$ cat src/sv/lkvc_pkg.sv
`timescale 1ns / 1ps
// Shared types and constants for the LRU key-value cache.
// No dependencies; imported by lkvc_update, lru_key_value_cache and lkvc_checker.
package lkvc_pkg;

  typedef enum logic {
    OP_GET = 1'b0,
    OP_PUT = 1'b1
  } op_e;

  // Register word index taken from paddr[2]
  localparam logic REG_CAPACITY = 1'b0;
  localparam logic [4:0] CAPACITY_RESET = 5'd16;

  typedef struct packed {
    logic        hit;
    logic [31:0] read_value;
    logic        evicted;
  } res_t;

endpackage

$ cat src/sv/lkvc_update.sv
`timescale 1ns / 1ps
// Next-state and result logic for one cache item: key match, LRU rank update,
// eviction and free-slot pick. Depends on lkvc_pkg.
module lkvc_update
  import lkvc_pkg::*;
#(
  parameter int unsigned ENTRIES = 16,
  localparam int unsigned RW = $clog2(ENTRIES)
) (
  input  op_e                          op_i,
  input  logic [31:0]                  key_i,
  input  logic [4:0]                   cap_i,
  input  logic [ENTRIES-1:0]           valid_i,
  input  logic [ENTRIES-1:0][RW-1:0]   rank_i,
  input  logic [ENTRIES-1:0][31:0]     keys_i,
  input  logic [ENTRIES-1:0][31:0]     vals_i,
  output logic [ENTRIES-1:0]           valid_o,
  output logic [ENTRIES-1:0][RW-1:0]   rank_o,
  output logic [ENTRIES-1:0]           wr_sel_o,
  output res_t                         res_o
);

  localparam int unsigned CW = (RW + 1 > 5) ? RW + 1 : 5;
  localparam logic [CW-1:0] ENT_C = CW'(ENTRIES);

  logic [CW-1:0]              eff_cap;
  logic [CW-1:0]              lim;
  logic [ENTRIES-1:0]         match;
  logic                       hit;
  logic [RW-1:0]              hit_rank;
  logic [31:0]                hit_val;
  logic [ENTRIES-1:0]         valid1;
  logic [ENTRIES-1:0][RW-1:0] rank1;
  logic [ENTRIES-1:0]         evict;
  logic [ENTRIES-1:0]         valid2;
  logic [ENTRIES-1:0]         free;
  logic [ENTRIES-1:0]         first_free;

  // Clamp capacity into 1..ENTRIES; entries ranked at lim or older go on a put
  always_comb begin
    eff_cap = CW'(cap_i);
    if (eff_cap == '0) begin
      eff_cap = CW'(1);
    end
    if (eff_cap > ENT_C) begin
      eff_cap = ENT_C;
    end
    lim = eff_cap - CW'(1);
  end

  always_comb begin
    hit_rank = '0;
    hit_val  = '0;
    for (int i = 0; i < ENTRIES; i++) begin
      match[i] = valid_i[i] && (keys_i[i] == key_i);
      hit_rank = hit_rank | (rank_i[i] & {RW{match[i]}});
      hit_val  = hit_val | (vals_i[i] & {32{match[i]}});
    end
    hit = |match;
  end

  // Put: drop the matching entry and close its rank gap, then evict old ones
  always_comb begin
    for (int i = 0; i < ENTRIES; i++) begin
      valid1[i] = valid_i[i] && !match[i];
      rank1[i]  = (hit && valid1[i] && (rank_i[i] > hit_rank)) ?
                  rank_i[i] - RW'(1) : rank_i[i];
      evict[i]  = valid1[i] && (CW'(rank1[i]) >= lim);
      valid2[i] = valid1[i] && !evict[i];
    end
    free       = ~valid2;
    first_free = free & (~free + ENTRIES'(1));
  end

  always_comb begin
    res_o.hit        = hit;
    res_o.read_value = '0;
    res_o.evicted    = 1'b0;
    valid_o          = valid_i;
    rank_o           = rank_i;
    wr_sel_o         = '0;
    case (op_i)
      OP_GET: begin
        res_o.read_value = hit_val;
        for (int i = 0; i < ENTRIES; i++) begin
          if (match[i]) begin
            rank_o[i] = '0;
          end else if (valid_i[i] && (rank_i[i] < hit_rank)) begin
            rank_o[i] = rank_i[i] + RW'(1);
          end
        end
      end
      OP_PUT: begin
        res_o.evicted = |evict;
        wr_sel_o      = first_free;
        valid_o       = valid2 | first_free;
        for (int i = 0; i < ENTRIES; i++) begin
          if (first_free[i]) begin
            rank_o[i] = '0;
          end else if (valid2[i]) begin
            rank_o[i] = rank1[i] + RW'(1);
          end
        end
      end
      default: begin
        res_o.read_value = '0;
      end
    endcase
  end

endmodule

$ cat src/sv/lru_key_value_cache.sv
`timescale 1ns / 1ps
// Top level of the fully associative LRU key-value cache with APB config port.
// Depends on lkvc_pkg and lkvc_update.
//
//   channel  | handshake                       | payload
//   ---------+---------------------------------+---------------------------------
//   command  | start_i, busy_o                 | opcode_i, key_i, value_i
//   result   | result_valid_o (one-cycle pulse)| hit_o, read_value_o, evicted_o
//   config   | psel, penable, pwrite, pready   | paddr, pwdata, prdata
//
// One item per cycle: busy_o stays low, so start_i may be high every cycle.
// An accepted item is registered in the input register, looked up against every
// entry in the following cycle, and its result is then held in the result
// register, which drives the result channel.
// The input register and result register sit around the combinational key
// compare and rank update.
// rst_ni clears valid marks, ranks and strobes; capacity returns to 16.
// Results cannot be stalled: take each one in the cycle its strobe is high.
module lru_key_value_cache
  import lkvc_pkg::*;
#(
  parameter int unsigned ENTRIES = 16
) (
  input  logic        clk_i,
  input  logic        rst_ni,
  // command side
  input  logic        start_i,
  output logic        busy_o,
  input  logic        opcode_i,
  input  logic [31:0] key_i,
  input  logic [31:0] value_i,
  // result side
  output logic        result_valid_o,
  output logic        hit_o,
  output logic [31:0] read_value_o,
  output logic        evicted_o,
  // APB configuration
  input  logic        psel,
  input  logic        penable,
  input  logic        pwrite,
  input  logic [2:0]  paddr,
  input  logic [31:0] pwdata,
  output logic [31:0] prdata,
  output logic        pready
);

  localparam int unsigned RW = $clog2(ENTRIES);

  // Input register
  logic        in_vld_q;
  op_e         op_q;
  logic [31:0] key_q;
  logic [31:0] val_q;

  // Cache state: valid marks and ranks are control, keys/values are storage
  logic [ENTRIES-1:0]         valid_q, valid_d;
  logic [ENTRIES-1:0][RW-1:0] rank_q, rank_d;
  logic [ENTRIES-1:0][31:0]   keys_q;
  logic [ENTRIES-1:0][31:0]   vals_q;
  logic [ENTRIES-1:0]         wr_sel;

  logic [4:0] cap_q;

  // Result register
  logic res_vld_q;
  res_t res_q, res_d;

  logic accept;
  logic cfg_wr;

  // Every cycle is free for a new item
  assign busy_o = 1'b0;
  assign accept = start_i && !busy_o;

  assign pready = 1'b1;
  assign cfg_wr = psel && penable && pwrite && pready && (paddr[2] == REG_CAPACITY);
  assign prdata = (paddr[2] == REG_CAPACITY) ? {27'd0, cap_q} : '0;

  lkvc_update #(
    .ENTRIES (ENTRIES)
  ) u_update (
    .op_i     (op_q),
    .key_i    (key_q),
    .cap_i    (cap_q),
    .valid_i  (valid_q),
    .rank_i   (rank_q),
    .keys_i   (keys_q),
    .vals_i   (vals_q),
    .valid_o  (valid_d),
    .rank_o   (rank_d),
    .wr_sel_o (wr_sel),
    .res_o    (res_d)
  );

  // Control: input strobe, valid marks, ranks, capacity, result strobe
  always_ff @(posedge clk_i or negedge rst_ni) begin
    if (!rst_ni) begin
      in_vld_q  <= 1'b0;
      valid_q   <= '0;
      rank_q    <= '0;
      cap_q     <= CAPACITY_RESET;
      res_vld_q <= 1'b0;
    end else begin
      in_vld_q  <= accept;
      res_vld_q <= in_vld_q;
      if (in_vld_q) begin
        valid_q <= valid_d;
        rank_q  <= rank_d;
      end
      if (cfg_wr) begin
        cap_q <= pwdata[4:0];
      end
    end
  end

  // Payload: hold the command, store the new pair, register the result
  always_ff @(posedge clk_i) begin
    if (accept) begin
      op_q  <= op_e'(opcode_i);
      key_q <= key_i;
      val_q <= value_i;
    end
    if (in_vld_q) begin
      res_q <= res_d;
      for (int i = 0; i < ENTRIES; i++) begin
        if (wr_sel[i]) begin
          keys_q[i] <= key_q;
          vals_q[i] <= val_q;
        end
      end
    end
  end

  assign result_valid_o = res_vld_q;
  assign hit_o          = res_q.hit;
  assign read_value_o   = res_q.read_value;
  assign evicted_o      = res_q.evicted;

endmodule

$ cat config.mk
export PLATFORM = sky130hd
export DESIGN_NAME = lru_key_value_cache
export DESIGN_NICKNAME = d
export VERILOG_FILES = /design/src/sv/lkvc_pkg.sv /design/src/sv/lkvc_update.sv /design/src/sv/lru_key_value_cache.sv
export SDC_FILE = /design/constraint.sdc
export NUM_CORES = 2
export LEC_CHECK = 0
export ABC_CLOCK_PERIOD_IN_PS = 17100
export BUFFER_PORTS_ARGS = -buffer_cell sky130_fd_sc_hd__buf_2
export CAP_MARGIN = 5
export CORE_UTILIZATION = 41
export CTS_CLUSTER_SIZE = 25
export DETAILED_ROUTE_END_ITERATION = 10
export HOLD_SLACK_MARGIN = 0.03
export PLACE_DENSITY = 0.58
export SYNTH_ARGS = -nofsm -noshare
export SYNTH_HDL_FRONTEND = slang
export SYNTH_SLANG_ARGS = --single-unit
$ cat constraint.sdc
create_clock -name clk_i -period 17.1 [get_ports clk_i]
set_input_delay 0.855 -clock clk_i [delete_from_list [all_inputs] [get_ports clk_i]]
set_output_delay 0.855 -clock clk_i [all_outputs]
set_load 0.005 [all_outputs]
==> summary.md <==
| Metric | Value |
|---|---|
| Status | finished, final reports clean |
| Sequential fraction of the synthesis area | ~65% |
| Postcts setup bufs | 0 |
| Area grow syn2layout | 12.48% |
| Slew @ Worst Pin | roughly 1200 ps |
| Max-slew headroom | 20.54% |
| Non-Filler Instances | 5855 |
| TritonRoute pass-1 iters | 6 |
| Final wirelength | 148.3 mm |
| DP HPWL | 81.99 mm |
| Post-Syn Area | roughly 55000 sq um |
| CP endpoint kind | register |
| Nets@finish | between 4000 and 5000 |
| Overflow after GRT | 0 |
| Vias | between 30000 and 40000 |
| Clock sinks | 1210 |
| Hold Buf Count CTS | 0 |
| DR vias/cell | ~5.7 |
| Fin crit share | a little under two thirds |
| GR Util met3 | 3.779% |
| I/O pins | between 150 and 200 |
| CORE AREA | 132300 sq um |
| Root buf cell | clkbuf_16 |
| Clock power share | 37.9% |
| Max clock buf depth | 3 |
| Hold Fails Final Rpt | 0 |
| GR Util met1 | 30.93% |
| Placed Cells | 5621 |
| Number of buffers created by CTS | 133 |
| Die Width | 368.1 um |
| Cell mode on critical path | buf_4 |
| TritonCTS clock tree | yes |
| DRT iter0 DRCs | 3363 |
| Antenna Nets Post-Route | 0 |
| RSZ-0062 raised after global routing | no |
| Fin. max-slew vios | 0 |
| Syn Area/Cell | ~14 sq um |
| Share of layout cells above drive strength 1 | 12.15% |
| Initial antenna violation count | 3 |
| Gate Count Post-Synth | approximately 3800 |
| Die Y | 368.1 um |
| Later-pin clock latency in the skew report | between 700 and 800 ps |
| Worst-path clk slew | 60 ps |
| Worst-path fanout max | 38 |
| Initial Util | 41.53% |
| Setup violators final | 0 |
| Startpoint class of the critical path | register |
| Post-synth cell types | 98 |
| # port buffers | 116 |
| Worst EP required | 17500 ps |
| Avg WL per Cell | 25.32 um |
| Ys Warns | 0 |
| Combinational share of power | 13.7% |
| Async SR Flop Fraction | under 10% |
| Max cap viols | 0 |
| CTS H-Tree Depth | 4 |
| Crit path time final | 10910 ps |
| Ranking of synthesized cells by area | edfxtp_1, xnor2_1, xor2_1, dfrtp_1, ha_1 |
| Psw | about 2 mW |
| Worst Hold Class | input port to async pin |
| First-pass GRT wire length | 216.6 mm |
| Die ar. | 135500 sq um |
| Largest area contributor in the netlist | edfxtp_1 |
| Synth Flop Type | edfxtp_1 |
| Tot Pwr | 7.383 mW |
| Total GRT Usage | between 20% and 30% |
| Gp weighted congestion | between 0.9 and 1 |
| Flop pwr share | between 40 and 50% |
| Vias in the first global route | around 32000 |
| Crit Path Category | register to register |
| Met2 Track Usage GR | 33.49% |
| Leak pwr | 20.94 nW |
| CP max stage cell | nor4_1 |
| Worst clock skew | roughly 27 ps |
| Number of synthesized flops with an enable pin | around 1100 |
| Crit path DAT | 11300 ps |
| Number of synthesized register bits | 1210 |
| Final setup margin | 6193 ps |
| Max incr delay on CP | 900 ps |
| Largest net degree at the start of global routing | 57 |
| Maximum vdd drop | approximately 0.083 mV |
| Pwr/cell area | 119.5 nW/um^2 |
| Residual DRC | 0 |
| Busiest grt layer | met2 |
| Pre-CTS setup slack | 6332 ps |
| Maximum clock frequency | 91.69 MHz |
| Sw Share | 26.57% |
| Rows | 133 |
| Internal | around 5.4 mW |
| Setup TNS Final | 0 ps |
| Post-synth top area share | approximately 61% |
| Min Hold Slack | 142.9 ps |
| Resize count post-CTS | 0 |
## metrics by stage
step	util [%]	area, sq um
floorplan	-	55050
global placement	43.52	57570
detailed placement	43.52	57570
CTS	46.71	61790
global route	46.71	61800
finish	46.72	61800
## cells in the mapped netlist (20+ instances only)
cell type	instances
edfxtp_1	1123
xnor2_1	341
xor2_1	246
ha_1	161
nand2_1	127
nor2_1	117
inv_1	110
a221oi_1	105
nand4_1	103
a22oi_1	100
nor4_1	100
a22o_1	95
a21oi_1	89
o21ai_0	88
dfrtp_1	86
clkbuf_1	83
nand3_1	63
nor3_1	57
a21o_1	54
and3_1	50
buf_4	45
a31oi_1	33
buf_6	30
buf_2	29
nand2b_1	27
buf_1	26
nor2b_1	20
## cells in the final DEF, fill, tap and decap left out, drive strengths merged, types with 95 or more instances in the layout
master and instances:
inv 119, edfxtp 1123, a221oi 105, xnor2 341
nand4 104, a22oi 100, buf 223, xor2 246
clkbuf 170, nor4 107, a22o 95, nand2 128
ha 161, nor2 119
## cell type report
type,instances,area (sq um)
tap,1755,2196
inverter,113,424.2
timing repair buffer,223,1386
clock buffer,170,3530
multi-input combinational,2321,17670
fill,11540,70490
antenna,2,5.005
sequential,1210,35900
clock inverter,61,694.4
## critical path: cells and delay by family, from the launching register on
kind | cells | cell delay (ps)
buffers and inverters | 6 | 2700
adder cells (fa/ha/maj) | 2 | 510
AND/OR/NAND/NOR | 14 | 5030
XOR/XNOR | 2 | 350
AO/OA/AOI/OAI | 5 | 1160
flip-flops | 1 | 660
## sequential cells by signal (all words and copies together), names as in the netlist
register and count:
evicted_o 1, valid_q 16, read_value_o 32, vals_q 512, in_vld_q 1, op_q 1
val_q 32, keys_q 512, hit_o 1, result_valid_o 1, rank_q 64, cap_q 5
key_q 32
## power by group through the flow
stage / combinational [mW] / sequential [mW] / clock [mW]
floorplan: 0.724 / 3.58 / 0
global placement: 0.990 / 3.63 / 0
detailed placement: 1.00 / 3.63 / 0
CTS: 1.01 / 3.57 / 2.86
global route: 1.12 / 3.59 / 2.97
finish: 1.01 / 3.57 / 2.80
## logic make-up (layout without fill, tap and decap cells)
family          Yosys count  in the layout  share of synthesized area, %
flops                  1210           1210                         65.34
simple gates            767            767                         7.726
compound gates          740            740                         9.974
xor+xnor                596            596                         9.732
buf+inv                 327            567                         3.019
fa+ha+maj               162            162                         3.684
mux                      27             27                        0.5124
other cells               2             31                       0.01367
## metal layers
metal  vias up  part of all wire [%]
met4         2                   2.9
met1     16910                    45
met3       243                   7.0
li1      15080                     -
met5         -                0.0088
met2      1317                    45
## path summary, 6_finish.rpt
path	start	end	slack (ps)	cells past startpoint
worst max-delay path	key_q[25]	vals_q[489]	6190	29
worst min register to register	valid_q[7]	valid_q[7]	530	1
min in group clk_i	value_i[4]	val_q[4]	250	1
worst min-delay path	rst_ni	rank_q[46]	140	1
worst max register to register	key_q[25]	vals_q[489]	6190	29
max in group asynchronous	rst_ni	in_vld_q	15740	2
Power figures use the tool's default switching activity.
